File: src/hdl/frac_pkg.sv
// ---------------------------------------------------------------------------
// frac_pkg
// Shared constants and types for the fraction reducer.
// ---------------------------------------------------------------------------
package frac_pkg;

   localparam int DEFAULT_WIDTH = 32;

   typedef enum logic [2:0] {
      S_IDLE,
      S_TWOS,
      S_LOOP,
      S_DIV_N,
      S_DIV_D,
      S_DONE
   } state_type;

endpackage

File: src/hdl/frac_req_if.sv
// ---------------------------------------------------------------------------
// frac_req_if
// Request channel: one fraction (numerator, denominator) per transfer.
// ---------------------------------------------------------------------------
interface frac_req_if #(
   parameter int WIDTH = frac_pkg::DEFAULT_WIDTH
);
   logic             valid;
   logic             ready;
   logic [WIDTH-1:0] numerator;
   logic [WIDTH-1:0] denominator;

   modport source (output valid, output numerator, output denominator, input ready);
   modport sink   (input valid, input numerator, input denominator, output ready);
endinterface

File: src/hdl/frac_rsp_if.sv
// ---------------------------------------------------------------------------
// frac_rsp_if
// Response channel: one reduced fraction and its valid flag per transfer.
// ---------------------------------------------------------------------------
interface frac_rsp_if #(
   parameter int WIDTH = frac_pkg::DEFAULT_WIDTH
);
   logic             valid;
   logic             ready;
   logic [WIDTH-1:0] reduced_numerator;
   logic [WIDTH-1:0] reduced_denominator;
   logic             valid_res;

   modport source (
      output valid, output reduced_numerator, output reduced_denominator,
      output valid_res, input ready
   );
   modport sink (
      input valid, input reduced_numerator, input reduced_denominator,
      input valid_res, output ready
   );
endinterface

File: src/hdl/fraction_reducer.sv
// ---------------------------------------------------------------------------
// fraction_reducer
// Reduces numerator/denominator to lowest terms with one shared subtractor.
//
// Usage:
//   req_if (sink) takes one fraction per transfer; req_if.ready is high only
//   while the sequencer is idle, so one fraction is in work at a time.
//   rsp_if (source) returns one result per request: both values divided by
//   their greatest common divisor and valid_res = 1. Both inputs zero give
//   0/0 with valid_res = 0; a zero numerator gives 0/1.
//   Sequence: the common factors of two are stripped first, then binary GCD
//   takes one step per cycle (halve, swap or subtract) until a value reaches
//   zero, then two restoring divisions through the same subtractor give the
//   two quotients, and then the output register is loaded.
//   Both zero: the sequencer skips the GCD and the divisions and goes
//   straight to loading the output register.
//   The subtractor sets the rate.
//   The result waits in an output register; the next request is taken while
//   it waits, and a finished result that cannot be placed holds the
//   sequencer until the receiver takes the waiting one.
//   Reset (synchronous, active high) empties the output register and
//   returns the sequencer to idle.
// ---------------------------------------------------------------------------
module fraction_reducer #(
   parameter int WIDTH = frac_pkg::DEFAULT_WIDTH
) (
   input  logic        clock,
   input  logic        reset,
   frac_req_if.sink    req_if,
   frac_rsp_if.source  rsp_if
);

   localparam int KW = $clog2(WIDTH);

   frac_pkg::state_type state_ff, state_in;

   logic [WIDTH-1:0] n_ff, n_in;
   logic [WIDTH-1:0] d_ff, d_in;
   logic [WIDTH-1:0] a_ff, a_in;
   logic [WIDTH-1:0] b_ff, b_in;
   logic [WIDTH-1:0] g_ff, g_in;
   logic [WIDTH-1:0] rem_ff, rem_in;
   logic [WIDTH-1:0] q_ff, q_in;
   logic [WIDTH-1:0] quo_n_ff, quo_n_in;
   logic [WIDTH-1:0] quo_d_ff, quo_d_in;
   logic             ok_ff, ok_in;
   logic [KW-1:0]    k_ff, k_in;
   logic [KW-1:0]    cnt_ff, cnt_in;

   logic             out_valid_ff, out_valid_in;
   logic [WIDTH-1:0] out_num_ff, out_num_in;
   logic [WIDTH-1:0] out_den_ff, out_den_in;
   logic             out_ok_ff, out_ok_in;

   logic             dividing;
   logic [WIDTH:0]   sub_a, sub_b;
   logic [WIDTH+1:0] diff;
   logic             borrow;
   logic [WIDTH-1:0] q_step, rem_step;

   assign dividing = (state_ff == frac_pkg::S_DIV_N) || (state_ff == frac_pkg::S_DIV_D);
   assign sub_a    = dividing ? {rem_ff, q_ff[WIDTH-1]} : {1'b0, a_ff};
   assign sub_b    = dividing ? {1'b0, g_ff} : {1'b0, b_ff};
   assign diff     = {1'b0, sub_a} - {1'b0, sub_b};
   assign borrow   = diff[WIDTH+1];
   assign q_step   = {q_ff[WIDTH-2:0], ~borrow};
   assign rem_step = borrow ? sub_a[WIDTH-1:0] : diff[WIDTH-1:0];

   assign req_if.ready               = (state_ff == frac_pkg::S_IDLE);
   assign rsp_if.valid               = out_valid_ff;
   assign rsp_if.reduced_numerator   = out_num_ff;
   assign rsp_if.reduced_denominator = out_den_ff;
   assign rsp_if.valid_res           = out_ok_ff;

   always_comb begin
      state_in     = state_ff;
      n_in         = n_ff;
      d_in         = d_ff;
      a_in         = a_ff;
      b_in         = b_ff;
      g_in         = g_ff;
      rem_in       = rem_ff;
      q_in         = q_ff;
      quo_n_in     = quo_n_ff;
      quo_d_in     = quo_d_ff;
      ok_in        = ok_ff;
      k_in         = k_ff;
      cnt_in       = cnt_ff;
      out_num_in   = out_num_ff;
      out_den_in   = out_den_ff;
      out_ok_in    = out_ok_ff;
      out_valid_in = out_valid_ff;

      if (out_valid_ff && rsp_if.ready) begin
         out_valid_in = 1'b0;
      end

      case (state_ff)
         frac_pkg::S_IDLE: begin
            if (req_if.valid) begin
               n_in  = req_if.numerator;
               d_in  = req_if.denominator;
               a_in  = req_if.numerator;
               b_in  = req_if.denominator;
               k_in  = '0;
               if (req_if.numerator == '0 && req_if.denominator == '0) begin
                  quo_n_in = '0;
                  quo_d_in = '0;
                  ok_in    = 1'b0;
                  state_in = frac_pkg::S_DONE;
               end else begin
                  ok_in    = 1'b1;
                  state_in = frac_pkg::S_TWOS;
               end
            end
         end
         frac_pkg::S_TWOS: begin
            if (a_ff == '0 || b_ff == '0 || a_ff[0] || b_ff[0]) begin
               state_in = frac_pkg::S_LOOP;
            end else begin
               a_in = a_ff >> 1;
               b_in = b_ff >> 1;
               k_in = k_ff + 1'b1;
            end
         end
         frac_pkg::S_LOOP: begin
            if (a_ff == '0 || b_ff == '0) begin
               g_in     = (a_ff == '0) ? (b_ff << k_ff) : (a_ff << k_ff);
               rem_in   = '0;
               q_in     = n_ff;
               cnt_in   = KW'(WIDTH - 1);
               state_in = frac_pkg::S_DIV_N;
            end else if (!a_ff[0]) begin
               a_in = a_ff >> 1;
            end else if (!b_ff[0]) begin
               b_in = b_ff >> 1;
            end else if (borrow) begin
               a_in = b_ff;
               b_in = a_ff;
            end else begin
               a_in = diff[WIDTH-1:0];
            end
         end
         frac_pkg::S_DIV_N: begin
            rem_in = rem_step;
            q_in   = q_step;
            cnt_in = cnt_ff - 1'b1;
            if (cnt_ff == '0) begin
               quo_n_in = q_step;
               rem_in   = '0;
               q_in     = d_ff;
               cnt_in   = KW'(WIDTH - 1);
               state_in = frac_pkg::S_DIV_D;
            end
         end
         frac_pkg::S_DIV_D: begin
            rem_in = rem_step;
            q_in   = q_step;
            cnt_in = cnt_ff - 1'b1;
            if (cnt_ff == '0) begin
               quo_d_in = q_step;
               state_in = frac_pkg::S_DONE;
            end
         end
         frac_pkg::S_DONE: begin
            if (!out_valid_ff || rsp_if.ready) begin
               out_num_in   = quo_n_ff;
               out_den_in   = quo_d_ff;
               out_ok_in    = ok_ff;
               out_valid_in = 1'b1;
               state_in     = frac_pkg::S_IDLE;
            end
         end
         default: begin
            state_in = frac_pkg::S_IDLE;
         end
      endcase
   end

   always_ff @(posedge clock) begin
      if (reset) begin
         state_ff     <= frac_pkg::S_IDLE;
         out_valid_ff <= 1'b0;
      end else begin
         state_ff     <= state_in;
         out_valid_ff <= out_valid_in;
      end
      n_ff       <= n_in;
      d_ff       <= d_in;
      a_ff       <= a_in;
      b_ff       <= b_in;
      g_ff       <= g_in;
      rem_ff     <= rem_in;
      q_ff       <= q_in;
      quo_n_ff   <= quo_n_in;
      quo_d_ff   <= quo_d_in;
      ok_ff      <= ok_in;
      k_ff       <= k_in;
      cnt_ff     <= cnt_in;
      out_num_ff <= out_num_in;
      out_den_ff <= out_den_in;
      out_ok_ff  <= out_ok_in;
   end

   a_busy_after_req: assert property (@(posedge clock) disable iff (reset)
      req_if.valid && req_if.ready |=> !req_if.ready)
      else $error("request taken while a fraction is in work");

   a_divisor_nonzero: assert property (@(posedge clock) disable iff (reset)
      (state_ff == frac_pkg::S_DIV_N || state_ff == frac_pkg::S_DIV_D) |-> g_ff != '0)
      else $error("division started with a zero divisor");

   a_invalid_is_zero: assert property (@(posedge clock) disable iff (reset)
      rsp_if.valid && !rsp_if.valid_res |->
         rsp_if.reduced_numerator == '0 && rsp_if.reduced_denominator == '0)
      else $error("invalid result carries nonzero values");

   a_valid_nonzero: assert property (@(posedge clock) disable iff (reset)
      rsp_if.valid && rsp_if.valid_res |->
         rsp_if.reduced_numerator != '0 || rsp_if.reduced_denominator != '0)
      else $error("valid result is 0/0");

endmodule

File: src/flat_wrapper.sv
// flat-port wrapper written by rule: the top's interface ports become plain ports
module fraction_reducer_flat 
#(
   parameter int WIDTH = frac_pkg::DEFAULT_WIDTH
)
  (clock, reset, req_if_valid, req_if_numerator, req_if_denominator, req_if_ready, rsp_if_valid, rsp_if_reduced_numerator, rsp_if_reduced_denominator, rsp_if_valid_res, rsp_if_ready);
  frac_req_if #(.WIDTH(WIDTH)) req_if_i ();
  frac_rsp_if #(.WIDTH(WIDTH)) rsp_if_i ();
  input  logic clock;
  input  logic reset;
  input wire logic [$bits(req_if_i.valid)-1:0] req_if_valid;
  input wire logic [$bits(req_if_i.numerator)-1:0] req_if_numerator;
  input wire logic [$bits(req_if_i.denominator)-1:0] req_if_denominator;
  output wire logic [$bits(req_if_i.ready)-1:0] req_if_ready;
  output wire logic [$bits(rsp_if_i.valid)-1:0] rsp_if_valid;
  output wire logic [$bits(rsp_if_i.reduced_numerator)-1:0] rsp_if_reduced_numerator;
  output wire logic [$bits(rsp_if_i.reduced_denominator)-1:0] rsp_if_reduced_denominator;
  output wire logic [$bits(rsp_if_i.valid_res)-1:0] rsp_if_valid_res;
  input wire logic [$bits(rsp_if_i.ready)-1:0] rsp_if_ready;
  assign req_if_i.valid = req_if_valid;
  assign req_if_i.numerator = req_if_numerator;
  assign req_if_i.denominator = req_if_denominator;
  assign req_if_ready = req_if_i.ready;
  assign rsp_if_valid = rsp_if_i.valid;
  assign rsp_if_reduced_numerator = rsp_if_i.reduced_numerator;
  assign rsp_if_reduced_denominator = rsp_if_i.reduced_denominator;
  assign rsp_if_valid_res = rsp_if_i.valid_res;
  assign rsp_if_i.ready = rsp_if_ready;
  fraction_reducer #(.WIDTH(WIDTH)) u_core (.clock(clock), .reset(reset), .req_if(req_if_i), .rsp_if(rsp_if_i));
endmodule
File: config.mk
export PLATFORM = sky130hd
export DESIGN_NAME = fraction_reducer_flat
export DESIGN_NICKNAME = d
export VERILOG_FILES = /design/src/hdl/frac_pkg.sv /design/src/hdl/frac_req_if.sv /design/src/hdl/frac_rsp_if.sv /design/src/hdl/fraction_reducer.sv /design/src/flat_wrapper.sv
export SDC_FILE = /design/constraint.sdc
export NUM_CORES = 1
export LEC_CHECK = 0
export BUFFER_PORTS_ARGS = -buffer_cell sky130_fd_sc_hd__buf_4
export CORE_UTILIZATION = 55
export CTS_CLUSTER_DIAMETER = 80
export DETAILED_ROUTE_END_ITERATION = 8
export HOLD_SLACK_MARGIN = 0.08
export PLACE_DENSITY = 0.77
export SLEW_MARGIN = 30
export SYNTH_ARGS = -nofsm -noshare
export SYNTH_HDL_FRONTEND = slang
export SYNTH_SLANG_ARGS = --single-unit
File: constraint.sdc
create_clock -name clock -period 7.8 [get_ports clock]
set_input_delay 0.78 -clock clock [delete_from_list [all_inputs] [get_ports clock]]
set_output_delay 0.78 -clock clock [all_outputs]
set_load 0.05 [all_outputs]
# Word level (Yosys, flattened, before mapping)
# Index checks and enable logic that the tools add are counted.
[classes]
n_addsub = 3
eq_ne = 17
shift = 2
mux = 47
bitwise_logic = 1
n_reduce_logical = 31
[ops]
columns = ["operator", "n"]
rows = [
  ["two-way mux 32 bit", 22],
  ["one-hot mux 32 bit (3 select lines)", 4],
  ["zero test 32 bit", 4],
  ["one-hot mux 32 bit (2 select lines)", 2],
  ["left shift 32 x 5 -> 32 bit", 2],
  ["subtractor 33 x 33 -> 34 bit", 1],
  ["two-way mux 33 bit", 1],
  ["two-way mux 3 bit", 7],
  ["two-way mux 5 bit", 4],
  ["one-hot mux 3 bit (6 select lines)", 1],
  ["one-hot mux 5 bit (3 select lines)", 1],
  ["AND reduction 4 bit", 3],
  ["AND reduction 6 bit", 2],
  ["inequality test 2 x 1 -> 1 bit (second input constant)", 5],
  ["inequality test 2 bit (second input constant)", 5],
  ["one-hot mux 5 bit (2 select lines)", 1],
  ["AND reduction 5 bit", 2],
  ["AND reduction 2 bit", 4],
  ["== test 3 x 2 -> 1 bit (second input constant)", 2],
  ["== test 3 bit (second input constant)", 2],
  ["inequality test 3 bit (second input constant)", 2],
  ["nonzero test 2 bit", 3],
  ["nonzero test 3 bit", 2],
  ["adder 5 x 1 -> 5 bit (second input constant)", 1],
  ["10 further kinds", 18],
]
[totals]
reg_bits = 368
input_bits = 68
word_cells = 120

# Logic depth before layout (Yosys ltp)
[depth]
ltp_word = 9
mapped_depth = 22
depth_no_buf = 18

# Worst setup path before layout
# Ideal clock, no wire load.
[synth_path]
path_type = "reg2reg"
startpoint = "reg u_core.a_ff[4]"
endpoint = "reg u_core.cnt_ff[0] (enable)"
arrival_time_ps = 6757
required_time_ps = 7209
slack_ps = 452
stages_incl_launch_ff = 10
path_buffers = 3
synth_period_minus_slack_ps = 7348
path_cell_list = "edfxtp_1 nor4_1 and4_1 clkbuf_1 and2_1 buf_2 buf_2 o21bai_1 inv_1 o21ai_0"
[synth_via]
elab_chain_len = 4
[synth_rtl]
columns = ["element", "line_no", "source"]
rows = [
  ["start, declared", "fraction_reducer.sv:39", "logic [WIDTH-1:0] a_ff, a_in;"],
  ["start signal, assigned", "fraction_reducer.sv:190", "a_ff <= a_in;"],
  ["zero test 32 bit", "fraction_reducer.sv:127", "if (a_ff == '0 || b_ff == '0) begin"],
  ["logical OR 1 bit", "fraction_reducer.sv:127", ""],
  ["inequality test 2 x 1 -> 1 bit (no source line)", "--", ""],
  ["AND reduction 2 bit (no source line)", "--", ""],
  ["end signal, assigned", "fraction_reducer.sv:199", "cnt_ff <= cnt_in;"],
  ["end, declared", "fraction_reducer.sv:48", "logic [KW-1:0] cnt_ff, cnt_in;"],
]
# Every way passes these cells.
# A chain may end at the register's enable or synchronous reset.

# Final worst setup path
[layout_path]
startpoint = "reg u_core.state_ff[0]"
endpoint = "reg u_core.b_ff[25] (enable)"
[layout_via]
elab_chain_len = 6
elab_cells_between_ends = 16
classes_between = "add/sub (1); eq/ne (9); mux (2); reduce/logical (4)"
[layout_rtl]
columns = ["element", "line_no", "source"]
rows = [
  ["start, declared", "fraction_reducer.sv:35", "frac_pkg::state_type state_ff, state_in;"],
  ["start signal, assigned", "fraction_reducer.sv:182", "state_ff <= frac_pkg::S_IDLE;"],
  ["start signal, assigned", "fraction_reducer.sv:185", "state_ff <= state_in;"],
  ["== test 3 x 2 -> 1 bit / == test 3 bit (equally long branches)", "fraction_reducer.sv:61", "assign dividing = (state_ff == frac_pkg::S_DIV_N) || (state_ff == frac_pkg::S_DIV_D);"],
  ["logical OR 1 bit", "fraction_reducer.sv:61", ""],
  ["two-way mux 33 bit / two-way mux 32 bit (equally long branches)", "fraction_reducer.sv:62, fraction_reducer.sv:63", ""],
  ["subtractor 33 x 33 -> 34 bit", "fraction_reducer.sv:64", "assign diff = {1'b0, sub_a} - {1'b0, sub_b};"],
  ["inequality test 3 bit (no source line)", "--", ""],
  ["AND reduction 6 bit (no source line) *", "--", ""],
  ["end signal, assigned", "fraction_reducer.sv:191", "b_ff <= b_in;"],
  ["end, declared", "fraction_reducer.sv:40", "logic [WIDTH-1:0] b_ff, b_in;"],
]
# Mark *: on every way between the ends. The rest lies on a longest branch, timed or not.

==> results.toml <==
[layout]
syn_to_final_growth_pct = 15.0
instances_no_fill = 2230
final_nets = 1855
antenna_cells = 0
layout_commonest_cell = "edfxtp_1"
fillers = 2573
layout_common_cells = "364 x edfxtp_1, 250 x nand2_1, 161 x buf_4"
drive_above_1_share = 0.148

[timing]
fin_skew_ps = 14.1
setup_viol = 0
fmax_mhz = 179
relSlewSlack = 0.395
slew_viol_final = 0
post-route-period-util = 0.717
hold_viol_final = 0
layout_min_cycle_time_ps = 5600
rsz0062_at_grt = "false"
tns_ps = 0
worst_pin_slew_ps = 906

[worst_setup_path]
crit_family = "simple AND/OR/NAND/NOR gates"
startpoint_type = "register"
reg2reg_from = "u_core.state_ff[0]"
path_class = "register to register"
timing.critical_path.cells = "nor2_1 -> buf_4 -> nand2_1 -> nand2_4 -> buf_4 -> mux2i_1 -> ha_1 -> a21o_1 -> a21o_1 -> a21o_1 -> a21o_1 -> a21o_1 -> nand2_1 -> nand2_1 -> or2_2 -> a211oi_4 -> buf_4"
reg2reg_to = "u_core.b_ff[25]"
cp_common_cell = "a21o_1"
cp-end-kind = "register"
worstPathRequired_ps = 7990
r2r_cells = 17
cp.arrival_ps = 5790
cp_max_fo = 40
rrSetupSlack_ps = 2200
slowest_delay_ps = 630
cp.buffers_inverters = 3
crit_slowest_cell = "or2_2"

[die]
die_area_mm2 = 0.0349
fp.dieH_um = 187
die_x_um = 187
rows = 67
initial_core_util = 0.559
ios = 135
coreArea_mm2 = 0.0335

[clock_network]
clkSinkCount = 368
path_clk_slew_ps = 70
clkLatencyLatePin_ps = 550
numCtsBuffers = 38
ctsResizeCount = 0
cts-root-buf = "clkbuf_16"
cts_setup_buffers = 0
holdBufCountCts = 0
tritoncts = "yes"
cts_buffer_depth = 3
cts_max_level = 2

[drt]
dr.pass1.iters = 9
routed_via_density = 6.40
drt-initial-drc-count = 2033
via_count = 14276
wl_um = 52800
wl_per_cell_um = 23.7
ant_nets = 0
drc = 2

[logic_synthesis]
yosysSeqAreaShare = 0.587
ys_types = 63
synth_compound_area_frac = 0.144
synth_edf_count = 364
ys_ff_latch = 368
synth_top_family_by_area = "compound AO/OA/AOI/OAI gates"
synthCells = 1661
synth.top_cell.area_share = 0.583
yosys_warnings = 0
synth_nets = 1764
avgSynthCellArea_um2 = 11.3
synth_area_leader_cell = "edfxtp_1"
synth_area_mm2 = 0.0188
synthFlopType = "edfxtp_1"
synthXorXnorAreaFrac = 0.0159
synthArstFlopShare = 0
synth.area.mux_share = 0.0553
yosys-top-cells-area = "edfxtp_1 58%, nand2_1 5.0%, mux2i_1 4.7%"
yosys.area_share.simple = 0.139
synth-adder-area-share = 0.0237

[status]
outcome = "complete, but fails checks"
violations = "design-rule violations"

[min_path]
worstHoldPathType = "register to register"
hold_depth = 0
min_from = "u_core.quo_d_ff[5]"
worstHoldEndpoint = "u_core.rsp_if.reduced_denominator[5]"

[placed_design]
dp_hpwl_um = 37600
place_inst = 2160
io_buffer_count = 134
gp_congestion = 0.904

[power]
p_switching_uw = 4880
power.density_mw_per_mm2 = 501
leakage_uw = 0.00825
combPwrFrac = 0.515
clkPwrFrac = 0.181
peakVddDrop_v = 0.000306
p_seq_frac = 0.304
p_int_uw = 5930
p_sw_frac = 0.452

[flow_run]
maxCapViolCount = 0

[global_routing]
grt_overflow = 0
antenna_found_initial = 1
grt_pass1_vias = 13406
grt_pass1_wl_um = 79900
grt_max_degree = 67
grt_usage = 0.299
-- stage by stage --
stage / worst slack, ps / utilization / hold WS [ps] / area [um2] / total power (uW)
after floorplan: 452 / - / 400 / 18800 / 7150
after global placement: 1890 / 0.601 / 401 / 20200 / 8610
after detailed placement: 2120 / 0.603 / 405 / 20200 / 8710
after CTS: 2100 / 0.643 / 418 / 21600 / 10700
after global routing: 1920 / 0.643 / 420 / 21600 / 11400
final: 2200 / 0.643 / 417 / 21600 / 10800
-- area by class of cell --
class	instances	area [um2]	share of cell area
clock buffers	44	995	0.0461
clock inverters	26	354	0.0164
inverters	52	195	0.00905
multi-input cells	1129	7200	0.334
flip-flops and latches	368	11000	0.511
well taps	448	561	0.0260
repair buffers	163	1250	0.0580
-- metal layers --
layer / global-route usage / share of wire / up-vias
li1: - / - / 6459
met1: 0.420 / 0.41 / 6824
met2: 0.472 / 0.46 / 860
met3: 0.0470 / 0.095 / 131
met4: 0.111 / 0.035 / 2
met5: 0 / 0.00019 / -
-- synthesized netlist by cell type (all sizes together) (5+ instances only) --
cell type and number:
a211o 5, a211oi 6, a21boi 7, a21o 35
a21oi 85, a222oi 31, a22o 18, a22oi 45
a31oi 45, and2 36, and3 35, buf 28
clkbuf 84, edfxtp 364, ha 34, inv 52
mux2 9, mux2i 89, nand2 251, nand2b 8
nand3 34, nand4 12, nor2 97, nor3 23
nor3b 8, nor4 37, o21a 5, o21ai 67
o21bai 11, o22ai 14, o31ai 7, or2 7
xnor2 25, xor2 9
-- worst reg2reg max path: stages (launching register included) --
cell and delay (ps):
dfxtp_1 500, nor2_1 170, buf_4 300, nand2_1 200
nand2_4 520, buf_4 370, mux2i_1 240, ha_1 320
a21o_1 210, a21o_1 190, a21o_1 190, a21o_1 180
a21o_1 190, nand2_1 100, nand2_1 220, or2_2 630
a211oi_4 290, buf_4 410
-- worst max path at each step --
stage,cells past startpoint,startpoint,endpoint
final,17,u_core.state_ff[0],u_core.b_ff[25]
after global routing,18,u_core.state_ff[0],u_core.a_ff[1]
after CTS,15,u_core.state_ff[2],u_core.b_ff[24]
after detailed placement,15,u_core.state_ff[2],u_core.b_ff[26]
after global placement,15,u_core.state_ff[2],u_core.b_ff[26]
after floorplan,9,u_core.a_ff[4],u_core.cnt_ff[0]
-- flip-flops by register name, indices dropped and copies added (netlist names) --
signal                             flops
u_core.a_ff                           32
u_core.b_ff                           32
u_core.cnt_ff                          5
u_core.d_ff                           32
u_core.g_ff                           32
u_core.k_ff                            5
u_core.n_ff                           32
u_core.ok_ff                           1
u_core.q_ff                           32
u_core.quo_d_ff                       32
u_core.quo_n_ff                       32
u_core.rem_ff                         32
u_core.rsp_if.reduced_denominator     32
u_core.rsp_if.reduced_numerator       32
u_core.rsp_if.valid                    1
u_core.rsp_if.valid_res                1
u_core.state_ff                        3
-- power by group through the flow --
stage                     logic [uW]  clock network [uW]  registers, uW
after floorplan                 4060                   0           3090
after global placement          5340                   0           3270
after detailed placement        5430                   0           3280
after CTS                       5450                1970           3250
after global routing            6040                2040           3300
final                           5560                1950           3290
-- cell families after synthesis --
group,after synthesis
XOR/XNOR,34
AO/OA/AOI/OAI,399
multiplexers,100
AND/OR/NAND/NOR,561
flip-flops,368
adder cells (fa/ha/maj),35
buffers and inverters,164
Note: power is estimated with default switching activity, not from simulation.
